$ cat src/rme_pkg.sv
`default_nettype none

package rme_pkg;

   localparam int PIX_PER_GROUP = 8;
   localparam int OUT_COLOR_W   = 16;
   localparam int DIM_W         = 12;
   localparam int DONE_W        = 25;
   localparam int CSR_IDX_W     = 2;
   localparam int CSR_DATA_W    = 16;

   // escape code that opens a value byte / repeat count pair
   localparam logic [7:0] ESC_BYTE = 8'h76;

   typedef enum logic [CSR_IDX_W-1:0] {
      CSR_FG_COLOR  = 2'd0,
      CSR_BG_COLOR  = 2'd1,
      CSR_WIDTH_PX  = 2'd2,
      CSR_HEIGHT_PX = 2'd3
   } csr_idx_type;

   typedef logic [OUT_COLOR_W-1:0] color_type;
   typedef logic [DIM_W-1:0]       dim_type;

   // one decoded group, as handed from the parser to the result stage
   typedef struct packed {
      logic       emit;
      logic [7:0] value;
      logic [7:0] repeat_count;
      logic       last_group;
   } group_type;

endpackage

`default_nettype wire

$ cat src/rme_req_if.sv
`default_nettype none

interface rme_req_if;
   logic       valid;
   logic       ready;
   logic       req_type;
   logic [7:0] data_byte;

   modport source (output valid, output req_type, output data_byte, input ready);
   modport sink   (input valid, input req_type, input data_byte, output ready);
endinterface

`default_nettype wire

$ cat src/rme_rsp_if.sv
`default_nettype none

interface rme_rsp_if;
   logic               valid;
   logic               ready;
   rme_pkg::color_type pix0;
   rme_pkg::color_type pix1;
   rme_pkg::color_type pix2;
   rme_pkg::color_type pix3;
   rme_pkg::color_type pix4;
   rme_pkg::color_type pix5;
   rme_pkg::color_type pix6;
   rme_pkg::color_type pix7;
   logic [7:0]         repeat_count;
   logic               last_group;

   modport source (
      output valid, output pix0, output pix1, output pix2, output pix3,
      output pix4, output pix5, output pix6, output pix7,
      output repeat_count, output last_group, input ready
   );
   modport sink (
      input valid, input pix0, input pix1, input pix2, input pix3,
      input pix4, input pix5, input pix6, input pix7,
      input repeat_count, input last_group, output ready
   );
endinterface

`default_nettype wire

$ cat src/rle_mono_bitmap_expander.sv
// Path: an accepted word waits in the input register, then is parsed and color
//   mapped into the result register, which drives rsp_if.
// Throughput: one word per cycle; req_if.ready stays high while the result register
//   is empty or being taken, so a stalled result holds back at most one word.
// Reset: synchronous, active high; clears the parser, pixel count and both valid
//   flags, and sets fg_color to all ones, bg_color, width_px and height_px to zero.
`default_nettype none

module rle_mono_bitmap_expander #(
   parameter int COLOR_WIDTH = 16
) (
   input  wire logic                              clock,
   input  wire logic                              reset,
   rme_req_if.sink                                req_if,
   rme_rsp_if.source                              rsp_if,
   input  wire logic                              csr_we,
   input  wire logic [rme_pkg::CSR_IDX_W-1:0]     csr_index,
   input  wire logic [rme_pkg::CSR_DATA_W-1:0]    csr_wdata
);
   import rme_pkg::*;

   // stored color width: COLOR_WIDTH, capped at the output field width
   localparam int CW = (COLOR_WIDTH < OUT_COLOR_W) ? COLOR_WIDTH : OUT_COLOR_W;

   // configuration registers
   logic [CW-1:0] fg_ff;
   logic [CW-1:0] bg_ff;
   dim_type       width_ff;
   dim_type       height_ff;

   // input register
   logic          in_vld_ff, in_vld_in;
   logic          in_type_ff;
   logic [7:0]    in_byte_ff;

   // result register
   logic                                  out_vld_ff, out_vld_in;
   color_type [PIX_PER_GROUP-1:0]         pix_ff, pix_in;
   logic [7:0]                            rep_ff;
   logic                                  last_ff;

   logic                                  accept;
   logic                                  out_free;
   logic                                  advance;
   group_type                             grp;
   logic [PIX_PER_GROUP-1:0][CW-1:0]      map_pix;

   // advance the input word whenever the result register has room for it
   assign out_free      = !out_vld_ff || rsp_if.ready;
   assign advance       = in_vld_ff && out_free;
   assign req_if.ready  = !in_vld_ff || advance;
   assign accept        = req_if.valid && req_if.ready;

   // config writes; host must write only while the datapath is empty, not enforced
   always_ff @(posedge clock) begin
      if (reset) begin
         fg_ff     <= {CW{1'b1}};
         bg_ff     <= '0;
         width_ff  <= '0;
         height_ff <= '0;
      end else if (csr_we) begin
         case (csr_idx_type'(csr_index))
            CSR_FG_COLOR:  fg_ff     <= csr_wdata[CW-1:0];
            CSR_BG_COLOR:  bg_ff     <= csr_wdata[CW-1:0];
            CSR_WIDTH_PX:  width_ff  <= csr_wdata[DIM_W-1:0];
            CSR_HEIGHT_PX: height_ff <= csr_wdata[DIM_W-1:0];
            default: ;
         endcase
      end
   end

   // input register: load on accept, drop once the word moves on
   always_comb begin
      in_vld_in = in_vld_ff;
      if (accept) begin
         in_vld_in = 1'b1;
      end else if (advance) begin
         in_vld_in = 1'b0;
      end
   end

   always_ff @(posedge clock) begin
      if (reset) begin
         in_vld_ff <= 1'b0;
      end else begin
         in_vld_ff <= in_vld_in;
      end
   end

   always_ff @(posedge clock) begin
      if (accept) begin
         in_type_ff <= req_if.req_type;
         in_byte_ff <= req_if.data_byte;
      end
   end

   // escape parser and pixel counter; state moves only when the word advances
   rme_parse u_parse (
      .clock     (clock),
      .reset     (reset),
      .go        (advance),
      .req_type  (in_type_ff),
      .data_byte (in_byte_ff),
      .width_px  (width_ff),
      .height_px (height_ff),
      .grp       (grp)
   );

   // bit-to-color map of the group value
   rme_colmap #(
      .CW (CW)
   ) u_colmap (
      .value    (grp.value),
      .fg_color (fg_ff),
      .bg_color (bg_ff),
      .pix      (map_pix)
   );

   always_comb begin
      for (int i = 0; i < PIX_PER_GROUP; i++) begin
         pix_in[i] = color_type'(map_pix[i]);
      end
   end

   // result register: load when a group is emitted, clear when taken
   always_comb begin
      out_vld_in = out_vld_ff;
      if (advance && grp.emit) begin
         out_vld_in = 1'b1;
      end else if (rsp_if.ready) begin
         out_vld_in = 1'b0;
      end
   end

   always_ff @(posedge clock) begin
      if (reset) begin
         out_vld_ff <= 1'b0;
      end else begin
         out_vld_ff <= out_vld_in;
      end
   end

   always_ff @(posedge clock) begin
      if (advance && grp.emit) begin
         pix_ff  <= pix_in;
         rep_ff  <= grp.repeat_count;
         last_ff <= grp.last_group;
      end
   end

   assign rsp_if.valid        = out_vld_ff;
   assign rsp_if.pix0         = pix_ff[0];
   assign rsp_if.pix1         = pix_ff[1];
   assign rsp_if.pix2         = pix_ff[2];
   assign rsp_if.pix3         = pix_ff[3];
   assign rsp_if.pix4         = pix_ff[4];
   assign rsp_if.pix5         = pix_ff[5];
   assign rsp_if.pix6         = pix_ff[6];
   assign rsp_if.pix7         = pix_ff[7];
   assign rsp_if.repeat_count = rep_ff;
   assign rsp_if.last_group   = last_ff;

endmodule

`default_nettype wire

$ cat src/rme_parse.sv
`default_nettype none

module rme_parse (
   input  wire logic               clock,
   input  wire logic               reset,
   input  wire logic               go,
   input  wire logic               req_type,
   input  wire logic [7:0]         data_byte,
   input  wire rme_pkg::dim_type   width_px,
   input  wire rme_pkg::dim_type   height_px,
   output rme_pkg::group_type      grp
);
   import rme_pkg::*;

   typedef enum logic [1:0] {
      P_BYTE  = 2'd0,
      P_VALUE = 2'd1,
      P_COUNT = 2'd2
   } phase_type;

   phase_type           phase_ff, phase_in;
   logic [7:0]          held_ff, held_in;
   logic [DONE_W-1:0]   done_ff, done_in;
   logic                fin_ff, fin_in;

   logic [2*DIM_W-1:0]  total;
   logic                reached;
   logic                grp_go;
   logic [7:0]          grp_value;
   logic [7:0]          grp_rep;
   logic [DONE_W-1:0]   next_done;
   logic                next_last;

   assign total     = width_px * height_px;
   assign reached   = done_ff >= DONE_W'(total);
   assign next_done = done_ff + DONE_W'({grp_rep, 3'b000});
   assign next_last = next_done >= DONE_W'(total);

   always_comb begin
      phase_in  = phase_ff;
      held_in   = held_ff;
      grp_go    = 1'b0;
      grp_value = data_byte;
      grp_rep   = 8'd1;
      if (req_type) begin
         phase_in = P_BYTE;
         held_in  = '0;
      end else begin
         case (phase_ff)
            P_VALUE: begin
               held_in  = data_byte;
               phase_in = P_COUNT;
            end
            P_COUNT: begin
               phase_in  = P_BYTE;
               grp_value = held_ff;
               grp_rep   = data_byte;
               grp_go    = 1'b1;
            end
            default: begin
               phase_in = P_BYTE;
               if (!(fin_ff || reached)) begin
                  if (data_byte == ESC_BYTE) begin
                     phase_in = P_VALUE;
                  end else begin
                     grp_go = 1'b1;
                  end
               end
            end
         endcase
      end
   end

   // a zero repeat count drops the group
   always_comb begin
      grp.emit         = grp_go && (grp_rep != 8'd0);
      grp.value        = grp_value;
      grp.repeat_count = grp_rep;
      grp.last_group   = next_last;
      done_in          = done_ff;
      fin_in           = fin_ff;
      if (req_type) begin
         done_in = '0;
         fin_in  = 1'b0;
      end else if (grp.emit) begin
         done_in = next_done;
         if (next_last) begin
            fin_in = 1'b1;
         end
      end
   end

   always_ff @(posedge clock) begin
      if (reset) begin
         phase_ff <= P_BYTE;
         held_ff  <= '0;
         done_ff  <= '0;
         fin_ff   <= 1'b0;
      end else if (go) begin
         phase_ff <= phase_in;
         held_ff  <= held_in;
         done_ff  <= done_in;
         fin_ff   <= fin_in;
      end
   end

endmodule

`default_nettype wire

$ cat src/rme_colmap.sv
`default_nettype none

module rme_colmap #(
   parameter int CW = 16
) (
   input  wire logic [7:0]                                   value,
   input  wire logic [CW-1:0]                                fg_color,
   input  wire logic [CW-1:0]                                bg_color,
   output logic [rme_pkg::PIX_PER_GROUP-1:0][CW-1:0]         pix
);
   import rme_pkg::*;

   // pixel 0 takes the top bit
   always_comb begin
      for (int i = 0; i < PIX_PER_GROUP; i++) begin
         pix[i] = value[PIX_PER_GROUP-1-i] ? fg_color : bg_color;
      end
   end

endmodule

`default_nettype wire

$ cat src/flat_wrapper.sv
// flat-port wrapper written by rule: the top's interface ports become plain ports
module rle_mono_bitmap_expander_flat import rme_pkg::*;
#(
   parameter int COLOR_WIDTH = 16
)
  (clock, reset, csr_we, csr_index, csr_wdata, req_if_valid, req_if_req_type, req_if_data_byte, req_if_ready, rsp_if_valid, rsp_if_pix0, rsp_if_pix1, rsp_if_pix2, rsp_if_pix3, rsp_if_pix4, rsp_if_pix5, rsp_if_pix6, rsp_if_pix7, rsp_if_repeat_count, rsp_if_last_group, rsp_if_ready);
  rme_req_if req_if_i ();
  rme_rsp_if rsp_if_i ();
  input  wire logic clock;
  input  wire logic reset;
  input  wire logic csr_we;
  input  wire logic [rme_pkg::CSR_IDX_W-1:0] csr_index;
  input  wire logic [rme_pkg::CSR_DATA_W-1:0] csr_wdata;
  input wire logic [$bits(req_if_i.valid)-1:0] req_if_valid;
  input wire logic [$bits(req_if_i.req_type)-1:0] req_if_req_type;
  input wire logic [$bits(req_if_i.data_byte)-1:0] req_if_data_byte;
  output wire logic [$bits(req_if_i.ready)-1:0] req_if_ready;
  output wire logic [$bits(rsp_if_i.valid)-1:0] rsp_if_valid;
  output wire logic [$bits(rsp_if_i.pix0)-1:0] rsp_if_pix0;
  output wire logic [$bits(rsp_if_i.pix1)-1:0] rsp_if_pix1;
  output wire logic [$bits(rsp_if_i.pix2)-1:0] rsp_if_pix2;
  output wire logic [$bits(rsp_if_i.pix3)-1:0] rsp_if_pix3;
  output wire logic [$bits(rsp_if_i.pix4)-1:0] rsp_if_pix4;
  output wire logic [$bits(rsp_if_i.pix5)-1:0] rsp_if_pix5;
  output wire logic [$bits(rsp_if_i.pix6)-1:0] rsp_if_pix6;
  output wire logic [$bits(rsp_if_i.pix7)-1:0] rsp_if_pix7;
  output wire logic [$bits(rsp_if_i.repeat_count)-1:0] rsp_if_repeat_count;
  output wire logic [$bits(rsp_if_i.last_group)-1:0] rsp_if_last_group;
  input wire logic [$bits(rsp_if_i.ready)-1:0] rsp_if_ready;
  assign req_if_i.valid = req_if_valid;
  assign req_if_i.req_type = req_if_req_type;
  assign req_if_i.data_byte = req_if_data_byte;
  assign req_if_ready = req_if_i.ready;
  assign rsp_if_valid = rsp_if_i.valid;
  assign rsp_if_pix0 = rsp_if_i.pix0;
  assign rsp_if_pix1 = rsp_if_i.pix1;
  assign rsp_if_pix2 = rsp_if_i.pix2;
  assign rsp_if_pix3 = rsp_if_i.pix3;
  assign rsp_if_pix4 = rsp_if_i.pix4;
  assign rsp_if_pix5 = rsp_if_i.pix5;
  assign rsp_if_pix6 = rsp_if_i.pix6;
  assign rsp_if_pix7 = rsp_if_i.pix7;
  assign rsp_if_repeat_count = rsp_if_i.repeat_count;
  assign rsp_if_last_group = rsp_if_i.last_group;
  assign rsp_if_i.ready = rsp_if_ready;
  rle_mono_bitmap_expander #(.COLOR_WIDTH(COLOR_WIDTH)) u_core (.clock(clock), .reset(reset), .req_if(req_if_i), .rsp_if(rsp_if_i), .csr_we(csr_we), .csr_index(csr_index), .csr_wdata(csr_wdata));
endmodule
$ cat config.mk
export PLATFORM = sky130hd
export DESIGN_NAME = rle_mono_bitmap_expander_flat
export DESIGN_NICKNAME = d
export VERILOG_FILES = /design/src/rme_pkg.sv /design/src/rme_req_if.sv /design/src/rme_rsp_if.sv /design/src/rle_mono_bitmap_expander.sv /design/src/rme_parse.sv /design/src/rme_colmap.sv /design/src/flat_wrapper.sv
export SDC_FILE = /design/constraint.sdc
export NUM_CORES = 1
export LEC_CHECK = 0
export ABC_AREA = 1
export BUFFER_PORTS_ARGS = -buffer_cell sky130_fd_sc_hd__buf_2
export CORE_MARGIN = 10
export CORE_UTILIZATION = 40
export DETAILED_ROUTE_END_ITERATION = 6
export PLACE_DENSITY = 0.61
export SYNTH_ARGS = -nofsm -noshare
export SYNTH_HDL_FRONTEND = slang
export SYNTH_HIERARCHICAL = 1
export SYNTH_SLANG_ARGS = --single-unit
$ cat constraint.sdc
create_clock -name clock -period 27.8 [get_ports clock]
set_clock_uncertainty 0.05 [all_clocks]
set_input_delay 5.56 -clock clock [delete_from_list [all_inputs] [get_ports clock]]
set_output_delay 5.56 -clock clock [all_outputs]
set_load 0.02 [all_outputs]
==> reports/qor.yml <==
fin_crit_sh_pct: 41.77
final_common_cell: "nand2_1"
ys_seq_area_share_pct: 36.84
drive_above_1_share_pct: 13.73
cts-root-buf: "clkbuf_16"
worstSkewPairLatency_ns: 0.52
grt_max_degree: 70
grt_pass1_vias: 12830
cpLargestDelayFamily: "buffers and inverters"
register_area_sq_um: 6206
antenna_left: 0
path_max_fanout: 3
max_freq_ghz: 0.08611
cts_buffer_depth: 3
synth-edff-count: 146
path_class: "input pin to output port"
drv_slew: 0
tightest_slew_ns: 1.167
syn_area_per_cell_sq_um: 8.307
path_cells: "buf_2 > inv_1 > nand3_1 > buf_2"
layoutNonFillerInstCount: 2683
hpwl_um: 31700
dr.pass1.iters: 5
postLayoutCellArea_sq_um: 18330
drt_iter0_drc: 1135
htree_levels: 1
dp_cells: 2635
gp_congestion: 0.8535
required_ns: 22.19
numCtsBuffers: 25
leakage_uw: 0.009422
fin_tns_setup_ns: 0
end_kind: "output port"
crit_arrival_ns: 6.00
drcViolationCount: 0
dpl_worst_slack_ns: 16.19
clkSlewWorstSetupHoldPaths_ns: 0.06
io_pins: 171
num_rows: 75
setup_violations: 0
hp-class: "flop to flop"
vias: 13030
post_cts_resized: 0
drv_cap: 0
synth_fp_nets: 2274
antenna_found_initial: 3
irDropWorstVdd_mv: 0.03374
ys.flop_type: "edfxtp_1"
grt_pass1_wl_um: 68480
final_cell_mix: "754 x nand2_1, 286 x inv_1, 170 x buf_2"
synth_cell_types: 46
synth_cells: 2028
cts_hold_buf: 0
report.final.hold_viol_count: 0
start_util_pct: 40.34
ys_warn_count: 6
critPathMaxStageDelay_ns: 0.18
setup_ws_ns: 16.19
place_area_sq_um: 17550
post_cts_buffers: 0
port_buffers: 170
min_period_ns: 11.61
worst_setup_path_start_kind: "input pin"
grtUsageTotal_pct: 16.61
cts_tree: "yes"
n_fill_cell: 4047
vias_per_cell: 4.855
grt_overflow: 0
async_reset_ff_share_pct: 0
finalPower_uw: 868.9
die_height_um: 225.2
synth-seq-cells: 237
syn_area_sq_um: 16850
core_sq_um: 41760
num-nets-final: 2369
wl_per_cell_um: 15.66
path_common_cell: "buf_2"
rsz0062_at_grt: "no"
multi_input_area_sq_um: 8618
clkSinkCount: 237
syn2layout_area_growth_pct: 8.801
pwr_density_cell_nw_per_um2: 47.40
cp_slowest_cell: "buf_2"
die_area_sq_um: 50730
wirelength_um: 42010
worst-path-buf-inv: 3
status: "completed"
die_w_um: 225.2
slew_headroom_pct: 22.23
[registers in the layout, summed over array words and instances, names as in the netlist, 8 cells and up]
register and cells:
u_core/rsp_if.pix4 16, u_core/rsp_if.pix2 16, u_core/width_ff 12, u_core/rsp_if.pix6 16, u_core/height_ff 12, u_core/rsp_if.pix7 16, u_core/in_byte_ff 8, u_core/rsp_if.pix1 16
u_core/rsp_if.repeat_count 8, u_core/rsp_if.pix5 16, u_core/bg_ff 16, u_core/u_parse/held_ff 8, u_core/u_parse/done_ff 22, u_core/rsp_if.pix3 16, u_core/fg_ff 16, u_core/rsp_if.pix0 16
[metrics by stage]
stage,hold slack (ns),util [%]
2_1_floorplan,0.3735,-
3_3_place_gp,0.3948,42.02
3_5_place_dp,0.4053,42.02
4_1_cts,0.4151,43.88
5_1_grt,0.4476,43.88
6_report,0.4140,43.90
[cell type report]
class | instances | area share [%]
flip-flops and latches | 237 | 33.86
multi-input cells | 1388 | 47.02
clock inverters | 14 | 0.5870
inverters | 295 | 6.287
clock buffers | 31 | 3.645
repair buffers | 176 | 4.887
well taps | 539 | 3.679
diodes | 3 | 0.04096
[kinds of logic after synthesis]
family	synth area share, %
AO/OA/AOI/OAI	3.795
adder cells (fa/ha/maj)	20.39
AND/OR/NAND/NOR	24.81
buffers and inverters	12.14
XOR/XNOR	2.027
flip-flops	36.84
[Yosys cell counts (3+ instances only)]
cell type,instances,area [sq um]
a21oi_1,54,270.3
a21oi_2,20,175.2
buf_1,4,15.01
buf_12,3,60.06
buf_2,8,40.04
buf_4,6,45.04
buf_6,35,394.1
buf_8,11,165.2
clkbuf_1,32,120.1
clkbuf_2,8,40.04
dfxtp_1,91,1822
edfxtp_1,146,4384
fa_1,101,2022
ha_1,113,1414
inv_1,284,1066
inv_6,7,61.31
nand2_1,754,2830
nand2_2,37,231.5
nand3_1,77,385.4
nand3_4,4,70.07
nand4_1,7,43.79
nor2_1,130,488.0
nor3_1,7,35.03
nor4_1,5,31.28
o21ai_0,19,95.09
xnor2_1,15,131.4
xor2_1,24,210.2
[worst reg2reg max path, delay by kind of cell, from the launching register on]
family | cells | cell delay [ns]
adders and majority gates | 7 | 3.19
and+or+nand+nor | 23 | 2.30
buffers and inverters | 5 | 1.66
DFF | 1 | 0.74
AOI/OAI and AO/OA | 3 | 0.65
xor gates and xnor gates | 1 | 0.17
[path summary, 6_finish.rpt]
check | startpoint | to | slack (ns) | cells after the start
max | rsp_if_ready | req_if_ready | 16.19 | 4
min | u_core/u_parse/held_ff[7] | u_core/u_parse/held_ff[7] | 0.41 | 2
max reg2reg | u_core/width_ff[6] | u_core/rsp_if.pix2[6] | 18.68 | 39
min reg2reg | u_core/u_parse/held_ff[7] | u_core/u_parse/held_ff[7] | 0.41 | 2
[where the power goes]
group	switching, uW	total [uW]	internal, uW
Combinational	93.1	134	40.6
Clock	136	316	180
Sequential	20.5	419	398
Total	250	869	619
[metal layers]
metal / GRT usage, % / share of wire, % / vias up / wire length, um
met3: 2.720 / 7.1 / 67 / 2973
met2: 28.79 / 48 / 390 / 20290
met5: 0 / 0 / - / 0
met1: 21.14 / 42 / 6145 / 17830
li1: - / - / 6425 / -
met4: 4.161 / 2.2 / 0 / 917
Power figures use the tool's default switching activity.
